File: config.mk
export PLATFORM = sky130hd
export DESIGN_NAME = a85_queue
export DESIGN_NICKNAME = d
export VERILOG_FILES = /design/src/rtl/a85_pkg.sv /design/src/rtl/a85_queue.sv
export SDC_FILE = /design/constraint.sdc
export NUM_CORES = 1
export LEC_CHECK = 0
export BUFFER_PORTS_ARGS = -buffer_cell sky130_fd_sc_hd__buf_2
export CAP_MARGIN = 5
export CORE_ASPECT_RATIO = 1.1
export CORE_MARGIN = 5
export CORE_UTILIZATION = 51
export DETAILED_ROUTE_END_ITERATION = 6
export PLACE_DENSITY_LB_ADDON = 0.1
export SYNTH_ARGS = -nofsm -noshare
export SYNTH_HDL_FRONTEND = slang
export SYNTH_SLANG_ARGS = --single-unit
File: constraint.sdc
create_clock -name aclk -period 2.3 [get_ports aclk]
set_clock_uncertainty 0.05 [all_clocks]
set_input_delay 0.46 -clock aclk [delete_from_list [all_inputs] [get_ports aclk]]
set_output_delay 0.46 -clock aclk [all_outputs]
set_load 0.005 [all_outputs]
File: src/rtl/a85_pkg.sv
// Shared types and constants of the base-85 stream encoder.
`timescale 1ns / 1ps
`default_nettype none
package a85_pkg;

    localparam int unsigned NUM_DIGITS          = 5;
    localparam int unsigned DEFAULT_QUEUE_DEPTH = 2;

    localparam logic [31:0] RECIP_85    = 32'd3233857729;
    localparam int unsigned RECIP_SHIFT = 38;
    localparam logic [6:0]  RADIX       = 7'd85;

    localparam logic [6:0] CH_ZERO_GROUP = 7'h7A;
    localparam logic [6:0] CH_DIGIT_BASE = 7'h21;
    localparam logic [6:0] CH_TILDE      = 7'h7E;
    localparam logic [6:0] CH_GT         = 7'h3E;

    typedef struct packed {
        logic [7:0] data_byte;
        logic       has_byte;
        logic       end_of_data;
    } in_item_t;

    typedef struct packed {
        logic [6:0] out_char;
        logic       last_of_run;
    } out_item_t;

    typedef struct packed {
        logic [31:0] value;
        logic [2:0]  ndig;
        logic        zero_group;
        logic        trailer;
    } job_t;

endpackage
`default_nettype wire

File: src/rtl/a85_queue.sv
// Short job queue between the front end and the back end.
`timescale 1ns / 1ps
`default_nettype none
module a85_queue #(
    parameter int unsigned DEPTH = a85_pkg::DEFAULT_QUEUE_DEPTH
) (
    input  wire logic           aclk,
    input  wire logic           aresetn,
    input  wire logic           push_valid,
    output logic                push_ready,
    input  wire a85_pkg::job_t  push_job,
    output logic                pop_valid,
    input  wire logic           pop_ready,
    output a85_pkg::job_t       pop_job
);
    import a85_pkg::*;

    localparam int unsigned PW = $clog2(DEPTH);
    localparam int unsigned CW = $clog2(DEPTH + 1);

    job_t          mem_reg [DEPTH];
    logic [PW-1:0] wr_ptr_reg, wr_ptr_next;
    logic [PW-1:0] rd_ptr_reg, rd_ptr_next;
    logic [CW-1:0] count_reg, count_next;
    logic          push, pop;

    assign push_ready = (count_reg != CW'(DEPTH));
    assign pop_valid  = (count_reg != '0);
    assign push       = push_valid && push_ready;
    assign pop        = pop_valid && pop_ready;
    assign pop_job    = mem_reg[rd_ptr_reg];

    always_comb begin
        wr_ptr_next = wr_ptr_reg;
        rd_ptr_next = rd_ptr_reg;
        count_next  = count_reg;
        if (push) begin
            wr_ptr_next = (wr_ptr_reg == PW'(DEPTH - 1)) ? '0 : wr_ptr_reg + 1'b1;
        end
        if (pop) begin
            rd_ptr_next = (rd_ptr_reg == PW'(DEPTH - 1)) ? '0 : rd_ptr_reg + 1'b1;
        end
        case ({push, pop})
            2'b10:   count_next = count_reg + 1'b1;
            2'b01:   count_next = count_reg - 1'b1;
            default: count_next = count_reg;
        endcase
    end

    always_ff @(posedge aclk) begin
        if (!aresetn) begin
            wr_ptr_reg <= '0;
            rd_ptr_reg <= '0;
            count_reg  <= '0;
        end else begin
            wr_ptr_reg <= wr_ptr_next;
            rd_ptr_reg <= rd_ptr_next;
            count_reg  <= count_next;
        end
    end

    always_ff @(posedge aclk) begin
        if (push) begin
            mem_reg[wr_ptr_reg] <= push_job;
        end
    end

endmodule
`default_nettype wire

# Yosys cells after proc, flatten, opt, wreduce, memory -nomap -nowiden
# Memory sizes are Yosys's and may differ from the RTL's. A register that Yosys moved wholly into a read port is not among the register bits.
# Cells that the tools add are included.
[word_totals]
ff_bits = 4
mem_count = 1
out_inout_bits = 39
mem_bits_ro = 0
latchBits = 0
word_cells = 22
ramBits = 74
[memory_table]
columns = ["memory", "depth", "width", "read_ports", "rd_clocked_by_memory_dff", "write_ports", "line", "source"]
rows = [
  ["mem_reg", 2, 37, 1, 1, 1, "a85_queue.sv:21", "job_t mem_reg [DEPTH];"],
]
[op_classes]
n_shift = 0
eq_ne = 3
bitwise_logic = 0
order_cmp = 0
muxes = 7
div_mod_pow = 0
multipliers = 0
addsub = 4
reduce_logical = 4
[ops]
columns = ["cell", "n"]
rows = [
  ["two-way mux 1 bit", 6],
  ["one-hot mux 2 bit (2 select lines)", 1],
  ["nonzero test 2 bit", 2],
  ["adder 1 bit, second input constant", 2],
  ["adder 2 x 1 -> 2 bit, second input constant", 1],
  ["equality test 2 x 1 -> 1 bit, second input constant", 1],
  ["equality test 2 bit, second input constant", 1],
  ["logical AND 1 bit", 2],
  ["!= test 2 bit, second input constant", 1],
  ["subtractor 2 x 1 -> 2 bit, second input constant", 1],
]

# Longest topological paths before layout
[logic_depth]
ltp_word = 4
ltp_mapped = 6
mapped_depth_nobuf = 6

# Worst setup path after synthesis
# Ideal clock, no wire load.
[synth_path]
path_type = "flip-flop to flip-flop"
startpoint = "register count_reg[0]"
endpoint = "memory mem_reg[1][0] (netlist bit), enable pin"
stages_incl_launch_ff = 3
arrival_time_ns = 1.556
setup_time_ns = 0.398
setup_slack_ns = 0.296
cell_sequence = "dfxtp_1 -> nand2b_1 -> and3_1"
[synth_via]
elab_chain_cells = 4
[synth_lines]
columns = ["item", "line", "source"]
rows = [
  ["start, declared", "a85_queue.sv:24", "logic [CW-1:0] count_reg, count_next;"],
  ["start signal, assigned", "a85_queue.sv:58", "count_reg <= count_next;"],
  ["!= test 2 bit", "a85_queue.sv:27", "assign push_ready = (count_reg != CW'(DEPTH));"],
  ["named net push_ready", "a85_queue.sv:10", "output logic push_ready,"],
  ["logical AND 1 bit", "a85_queue.sv:29", "assign push = push_valid && push_ready;"],
  ["two-way mux 1 bit", "a85_queue.sv:63", "if (push) begin"],
  ["two-way mux 1 bit (implied by the code)", "a85_queue.sv:64", "mem_reg[wr_ptr_reg] <= push_job;"],
  ["end, declared", "a85_queue.sv:21", ""],
]
# The timed path passes the listed nets, and every way through them passes these cells.

==> results.cfg <==
[synth]
synth_edf_count = 74
synth_area_um2 = 2890
syn_nets = 181
ys_seq_elements = 79
yosys_warnings = 0
synth.top_cell.area_share_pct = 76.8
synth_commonest_cells = edfxtp_1, mux2_2, dfxtp_1
ys_async_sr_fraction_pct = 0
synthTopCellsByArea = edfxtp_1, mux2_2, dfxtp_1
synth_ff_type = edfxtp_1
synth_cell_types = 20
ys_seq_area_share_pct = 80.2
synthCells = 139
syn_avg_cell_area_um2 = 20.8
yosysTopAreaCell = edfxtp_1
synth.most_common_cell = edfxtp_1

[global_route]
track_usage_pct = 14.4
grt_start_max_net_pins = 26
grt_pass1_vias = 1656
grt-ovfl-total = 0
grt_antenna_before_repair = 0
grt_pass1_wl_mm = 7.71

[place]
hpwl_mm = 3.42
place_congestion = 0.610
place_area_um2 = 3410
place_ws_ps = 643
port_buffers = 79

[final_layout]
multi_input_area_um2 = 549
final_nets = 273
drive_gt1_share_pct = 58.7
fin_area_um2 = 3590
layout.area.seq_um2 = 2320
fillers = 431
area_delta_synth_final_pct = 24.0
largest_reg_flops = 74
diodes = 0

[cts]
cts_hold_buf = 0
clockBufferDepth = 2
insertion_delay_ps = 330
cts_tree = done
root_buffer = clkbuf_8
clkTransAtPathRegs_ps = 70
clkSinkCount = 79
numCtsBuffers = 9
ctsResizeCount = 0
postCtsSetupBuffers = 0
htreeDepth = 3

[power]
leakage_uw = 0.00135
p_sw_share_pct = 25.4
ir_drop_v = 0.000728
power_density_nw_per_um2 = 1060
p_comb_share_pct = 25.8
netSwitchingPower_uw = 965
pwr-share-seq_pct = 49.6
pwr-share-clk_pct = 24.6
p_int_uw = 2830

[worst_setup_path]
worstSetupEndpointType = output port
path_max_fanout = 21
startpoint_type = flip-flop
path_class = reg -> out
worst_ep_required_time_ps = 1790
crit_arrival_ps = 1450

[floorplan]
die_w_um = 81.8
ios = 80
initial_core_util_pct = 53.0
rows = 28
core_area_um2 = 5470
die_h_um = 89.0
dieArea_um2 = 7280

[drt]
first_iter_violations = 53
routed_wl_mm = 4.87
via_per_inst = 4.92
drcViolationCount = 0
dr.pass1.iters = 4
wl_per_cell_um = 15.7
ant_nets = 0
via_count = 1525

[timing]
setup_violations = 0
finalHoldViolations = 0
hold_slack_ps = 264
finalSetupTns_ps = 0
period_needed_ps = 1960
rsz0062_at_grt = no
finalCritPeriodShare_pct = 85.1
slew_viol_final = 0
fmax_mhz = 511
postLayoutSetupSlackWorst_ps = 342
worst_pin_slew_ps = 335
relSlewSlack_pct = 77.6

[worst_hold_path]
hold_class = in -> reg

[run_status]
outcome = finished clean

[job]
maxCapViolations = 0
## cell type report
type                            instances  area share (%)
Clock inverter                          5            1.39
Sequential cell                        79            64.7
Clock buffer                           10            3.56
Timing Repair Buffer                   85            12.3
Inverter                                1           0.105
Tap cell                               75            2.62
Multi-Input combinational cell         55            15.3
## cell usage in the layout (no fill, tap or decap), types with 2 or more instances in the layout
cell | synthesis | final
buf_4 | 0 | 6
mux2_2 | 37 | 37
clkinv_1 | 0 | 2
dfxtp_1 | 5 | 4
buf_2 | 4 | 79
xnor2_1 | 3 | 3
nor2b_1 | 2 | 2
clkbuf_8 | 0 | 9
edfxtp_1 | 74 | 74
## worst max-delay path: stages, from the launching register on
cell and delay [ps]:
dfxtp_2 330, buf_4 280, mux2_2 380, buf_2 130
## worst paths after layout
path | startpoint | endpoint | slack (ps) | cells after the start
setup / recovery | flip-flop | pop_job[30] | 340 | 3
hold / removal | push_job[0] | mem_reg[0][0] | 260 | 1
setup reg to reg | count_reg[0] | count_reg[1] | 600 | 5
hold reg to reg | count_reg[1] | count_reg[1] | 480 | 2
## power by group through the flow
stage                     combinational [uW]  clock [uW]  sequential [uW]
final                                    980         932             1880
after CTS                               1000         961             1880
after global routing                    1070        1030             1900
after floorplan                          602           0             1900
after global placement                   975           0             1900
after detailed placement                 992           0             1920
## metal layers
layer | wire [um] | vias up | global-route usage (%) | part of all wire [%]
met4 | 60 | 0 | 5.89 | 1.2
met3 | 412 | 6 | 5.34 | 8.5
li1 | - | 723 | - | -
met5 | 0 | - | 0 | 0
met1 | 1870 | 745 | 16.9 | 38
met2 | 2530 | 51 | 23.9 | 52
## per-stage QoR
stage          power [uW]  instances  utilization, %
3_3_place_gp         2880        295            62.4
3_5_place_dp         2910        295            62.4
4_1_cts              3850        310            65.7
6_report             3790        310            65.7
5_1_grt              4000        310            65.7
2_1_floorplan        2500        139               -
## kinds of logic after synthesis
| family | Yosys count | share of synthesized area, % |
|---|---|---|
| AO/OA/AOI/OAI | 5 | 1.30 |
| XOR/XNOR | 3 | 0.908 |
| adder cells (fa/ha/maj) | 1 | 0.432 |
| buffers and inverters | 5 | 0.821 |
| flip-flops | 79 | 80.2 |
| multiplexers | 37 | 14.4 |
| AND/OR/NAND/NOR | 9 | 1.90 |
(Power assumes the default switching activity.)
