==> config.mk <==
export PLATFORM = sky130hd
export DESIGN_NAME = a85_front
export DESIGN_NICKNAME = d
export VERILOG_FILES = /design/src/rtl/a85_pkg.sv /design/src/rtl/a85_front.sv
export SDC_FILE = /design/constraint.sdc
export NUM_CORES = 1
export LEC_CHECK = 0
export BUFFER_PORTS_ARGS = -buffer_cell sky130_fd_sc_hd__buf_4
export CAP_MARGIN = 20
export CORE_MARGIN = 5
export CORE_UTILIZATION = 32
export DETAILED_ROUTE_END_ITERATION = 6
export REMOVE_ABC_BUFFERS = 1
export SLEW_MARGIN = 20
export SYNTH_ARGS = -nofsm -noshare
export SYNTH_HDL_FRONTEND = slang
export SYNTH_SLANG_ARGS = --single-unit
==> constraint.sdc <==
create_clock -name aclk -period 7.2 [get_ports aclk]
set_input_delay 1.44 -clock aclk [delete_from_list [all_inputs] [get_ports aclk]]
set_output_delay 1.44 -clock aclk [all_outputs]
set_load 0.02 [all_outputs]
==> src/rtl/a85_pkg.sv <==
// Shared types and constants of the base-85 stream encoder.
`timescale 1ns / 1ps
`default_nettype none
package a85_pkg;

    localparam int unsigned NUM_DIGITS          = 5;
    localparam int unsigned DEFAULT_QUEUE_DEPTH = 2;

    localparam logic [31:0] RECIP_85    = 32'd3233857729;
    localparam int unsigned RECIP_SHIFT = 38;
    localparam logic [6:0]  RADIX       = 7'd85;

    localparam logic [6:0] CH_ZERO_GROUP = 7'h7A;
    localparam logic [6:0] CH_DIGIT_BASE = 7'h21;
    localparam logic [6:0] CH_TILDE      = 7'h7E;
    localparam logic [6:0] CH_GT         = 7'h3E;

    typedef struct packed {
        logic [7:0] data_byte;
        logic       has_byte;
        logic       end_of_data;
    } in_item_t;

    typedef struct packed {
        logic [6:0] out_char;
        logic       last_of_run;
    } out_item_t;

    typedef struct packed {
        logic [31:0] value;
        logic [2:0]  ndig;
        logic        zero_group;
        logic        trailer;
    } job_t;

endpackage
`default_nettype wire

==> src/rtl/a85_front.sv <==
// Front end: packs bytes into groups and issues a job on a full group or end of data.
`timescale 1ns / 1ps
`default_nettype none
module a85_front (
    input  wire logic              aclk,
    input  wire logic              aresetn,
    input  wire logic              s_valid,
    output logic                   s_ready,
    input  wire a85_pkg::in_item_t s_item,
    output logic                   job_valid,
    input  wire logic              job_ready,
    output a85_pkg::job_t          job
);
    import a85_pkg::*;

    logic [23:0] group_bytes_reg, group_bytes_next;
    logic [1:0]  group_count_reg, group_count_next;
    logic        accept;
    logic        complete;
    logic [23:0] gb1;
    logic [1:0]  cnt1;
    logic [31:0] full_val;
    logic [31:0] part_val;

    assign s_ready  = job_ready;
    assign accept   = s_valid && s_ready;
    assign complete = s_item.has_byte && (group_count_reg == 2'd3);
    assign full_val = {group_bytes_reg, s_item.data_byte};

    always_comb begin
        if (complete) begin
            gb1  = '0;
            cnt1 = '0;
        end else if (s_item.has_byte) begin
            gb1  = {group_bytes_reg[15:0], s_item.data_byte};
            cnt1 = group_count_reg + 2'd1;
        end else begin
            gb1  = group_bytes_reg;
            cnt1 = group_count_reg;
        end
    end

    always_comb begin
        case (cnt1)
            2'd1:    part_val = {gb1[7:0], 24'd0};
            2'd2:    part_val = {gb1[15:0], 16'd0};
            2'd3:    part_val = {gb1, 8'd0};
            default: part_val = '0;
        endcase
    end

    always_comb begin
        job.trailer    = s_item.end_of_data;
        job.zero_group = 1'b0;
        job.value      = '0;
        job.ndig       = '0;
        if (complete) begin
            job.value      = full_val;
            job.ndig       = 3'(NUM_DIGITS);
            job.zero_group = (full_val == '0);
        end else if (s_item.end_of_data && (cnt1 != 2'd0)) begin
            job.value = part_val;
            job.ndig  = {1'b0, cnt1} + 3'd1;
        end
    end

    assign job_valid = s_valid && (complete || s_item.end_of_data);

    always_comb begin
        group_bytes_next = group_bytes_reg;
        group_count_next = group_count_reg;
        if (accept) begin
            if (s_item.end_of_data) begin
                group_bytes_next = '0;
                group_count_next = '0;
            end else begin
                group_bytes_next = gb1;
                group_count_next = cnt1;
            end
        end
    end

    always_ff @(posedge aclk) begin
        if (!aresetn) begin
            group_bytes_reg <= '0;
            group_count_reg <= '0;
        end else begin
            group_bytes_reg <= group_bytes_next;
            group_count_reg <= group_count_next;
        end
    end

endmodule
`default_nettype wire

Word-level counts from Yosys, hierarchy flattened:

Cells that the tools add are included.

* flip-flop bits (word level): 26
* latch bits: 0
* memory bits (writable): 0
* ROM bits: 0
* bits of input ports: 14
* output and inout port bits: 39
* logic and storage cells: 25
* memories kept: 0

* add/sub/neg operators: 2
* multipliers: 0
* divide/modulo/power cells: 0
* $lt $le $gt $ge: 0
* equal/unequal tests: 4
* shifts and indexed selects: 0
* mux-type cells: 10
* bitwise operators: 0
* reductions and logical operators: 7

Operator list (number)
* $pmux 32 s3: 1
* $mux 24: 3
* $mux 35: 2
* $logic_not 32->1: 1
* $eq 2x2->1 const B: 3
* $mux 2: 3
* $logic_and 1x1->1: 4
* $add 2x1->3 const B: 1
* $add 2x1->2 const B: 1
* $eq 2x1->1 const B: 1
* $reduce_bool 2->1: 1
* $logic_or 1x1->1: 1
* $mux 1: 1

Logic depth before layout (Yosys ltp):

* word-level depth: 7
* gate-level depth with buffers: 11
* depth with buffers taken out: 9

Worst setup path after synthesis:

No wires, ideal clock.

* kind: input port to output port
* from: input s_item[1] in the netlist's numbering
* to: output job[30] in the netlist's numbering
* arrival: 3.358 ns
* required time: 5.760 ns
* setup slack: 2.402 ns
* stages on the path: 9
* path buffers: 3
* cells stage by stage: buf_6 > buf_2 > o21ai_0 > ha_1 > clkbuf_1 > a22oi_1 > o22ai_1 > a21oi_1 > o21ai_0

RTL lines
* start: declaration: line a85_front.sv:9 `input wire a85_pkg::in_item_t s_item,`
* end: declaration: line a85_front.sv:12 `output a85_pkg::job_t job`

==> flow_metrics.env <==
export IMPL_multi_input_area_mm2=0.00125
export IMPL_slew_viol_final=0
export IMPL_cts_root_buf="clkbuf_8"
export IMPL_dp_cells=345
export IMPL_post_cts_buffers=0
export IMPL_io_buffers=52
export IMPL_viasPerCell=6.16
export IMPL_largest_reg_flops=24
export IMPL_seqCellArea_um2=520
export IMPL_hold_path_class="reg2reg"
export IMPL_grt_max_degree=37
export IMPL_cp_top_family="simple AND/OR/NAND/NOR gates"
export IMPL_antenna_found_initial=0
export IMPL_grt_pass1_wl_um=10900
export IMPL_drtIter0Drc=330
export IMPL_hpwlAfterDp_um=4570
export IMPL_h_tree_depth=1
export IMPL_rsz0062_at_grt="false"
export IMPL_ioPinCount=53
export IMPL_die_area_mm2=0.00766
export IMPL_worstPathArrival_ns=3.92
export IMPL_syn_area_per_cell_um2=8.15
export IMPL_critPathMaxStageDelay_ns=0.50
export IMPL_cts_buffers=3
export IMPL_cts_tree="built"
export IMPL_fp_dieH_um=87.5
export IMPL_ant_nets=0
export IMPL_yosysTopAreaCellShare_pct=27.1
export IMPL_post_route_period_util_pct=74.4
export IMPL_final_cell_mix="buf_4 (53), a22oi_1 (42), nor2b_1 (27)"
export IMPL_grt_pass1_vias=2031
export IMPL_cp_cell_sequence="buf_4, nand2b_4, mux2i_2, ha_1, inv_1, nor2_1, a222oi_1, o22ai_1, buf_4"
export IMPL_wl_um=6810
export IMPL_ir_worst_vdd_mv=0.0764
export IMPL_fin_nets=294
export IMPL_placed_area_mm2=0.00230
export IMPL_grt_usage_pct=18.0
export IMPL_setup_viol=0
export IMPL_drcViolationCount=0
export IMPL_relSlewSlack_pct=33.1
export IMPL_cp_slowest_cell="ha_1"
export IMPL_yosys_area_top_type="dfxtp_1"
export IMPL_hold_viol_final=0
export IMPL_min_period_ns=5.36
export IMPL_firstDrtPassIters=6
export IMPL_cp_common_cell="buf_4"
export IMPL_critPathCaptureType="primary output"
export IMPL_start_util_pct=32.7
export IMPL_ys_types=35
export IMPL_drive_gt1_share_pct=23.4
export IMPL_cts_resized=0
export IMPL_ys_ff_latch=26
export IMPL_numClockSinks=26
export IMPL_cts_buffer_depth=2
export IMPL_placementRows=28
export IMPL_synth_cells=236
export IMPL_num_vias=2144
export IMPL_skew_ns=0.0118
export IMPL_max_slew_worst_pin_slew_ns=1.00
export IMPL_die_w_um=87.5
export IMPL_path_class="in2out"
export IMPL_path_max_fanout=36
export IMPL_powerDensity_mw_per_mm2=120
export IMPL_seq_area_frac_synth_pct=27.1
export IMPL_ys_warn_count=0
export IMPL_stdcell_area_mm2=0.00234
export IMPL_fp_coreArea_mm2=0.00589
export IMPL_power_leakage_nw=0.863
export IMPL_post_drt_wl_per_cell_um=19.6
export IMPL_crit_buf_inv=3
export IMPL_area_growth_pct=21.8
export IMPL_fmax_ghz=0.187
export IMPL_maxCapViolations=0
export IMPL_required_ns=5.76
export IMPL_cts_hold_buf=0
export IMPL_synth_area_mm2=0.00192
export IMPL_n_fill_cell=628
export IMPL_routabilityCongestion=0.891
export IMPL_synth_area_top_cells="dfxtp_1 (27%), a22oi_1 (16%), nor2b_1 (8.8%)"
export IMPL_start_kind="input port"
export IMPL_grt_overflow=0
export IMPL_fin_cells=348
export IMPL_clkTransAtPathRegs_ns=0.10
export IMPL_n_antenna_cell=0
export IMPL_layout_commonest_cell="buf_4"
export IMPL_clock_latency_ns=0.28
export IMPL_setup_tns_ns=0
export IMPL_status="finished, final reports clean"
[path summary, 6_finish.rpt]
path | start | end | slack [ns] | depth (start not counted)
worst min register to register | group_bytes_reg[22] | group_bytes_reg[22] | 0.58 | 2
worst min-delay path | group_bytes_reg[22] | group_bytes_reg[22] | 0.58 | 2
worst max-delay path | s_item[1] | job[25] | 1.84 | 9
worst max register to register | group_count_reg[0] | group_bytes_reg[14] | 4.99 | 5
[cells by family (layout without fill, tap and decap cells)]
family / Yosys count / after routing / share of synthesized area, %
compound gates: 94 / 94 / 35.3
simple gates: 80 / 80 / 25.6
buf+inv: 30 / 67 / 8.07
flops: 26 / 26 / 27.1
fa+ha+maj: 5 / 5 / 3.25
mux: 1 / 1 / 0.716
[synth_stat cells (all sizes together)]
library cell	count
a21oi	7
a222oi	8
a22o	8
a22oi	42
and2	1
and3	9
buf	13
clkbuf	6
dfxtp	26
ha	5
inv	11
mux2i	1
nand2	15
nand2b	3
nand3	1
nand3b	8
nand4	1
nor2	4
nor2b	27
nor3	2
nor4	8
o211ai	1
o21a	1
o21ai	15
o22ai	11
o32ai	1
or4	1
[worst reg2reg max path, delay by kind of cell (launching register included)]
| kind | cells | cell delay (ns) |
|---|---|---|
| flip-flops | 1 | 0.36 |
| AO/OA/AOI/OAI | 1 | 0.15 |
| adder cells (fa/ha/maj) | 1 | 0.42 |
| AND/OR/NAND/NOR | 3 | 1.22 |
[layout make-up]
class | count | share of cell area (%)
flip-flops and latches | 26 | 22.2
multi-input cells | 180 | 53.3
clock buffers | 3 | 1.76
inverters | 11 | 1.76
repair buffers | 53 | 17.0
well taps | 75 | 4.01
[per-stage QoR]
step	power (W)	hold WS (ns)	util (%)	worst slack (ns)
floorplan	0.000172	0.528	-	2.38
global placement	0.000198	0.556	39.1	1.99
detailed placement	0.000198	0.558	39.1	1.91
CTS	0.000281	0.585	39.8	1.91
global route	0.000293	0.631	39.8	1.62
finish	0.000281	0.584	39.8	1.84
[per-layer routing]
metal / share of wire [%] / global-route usage (%)
met5: 0 / 0
met4: 1.3 / 5.44
met3: 9.2 / 3.41
met2: 43 / 25.6
met1: 47 / 27.2
[power by group]
group,switching [W],internal (W)
combinational,0.0000313,0.0000178
sequential,0.00000200,0.000145
clock,0.0000477,0.0000376
No activity file was read; power rests on OpenSTA's default activity.
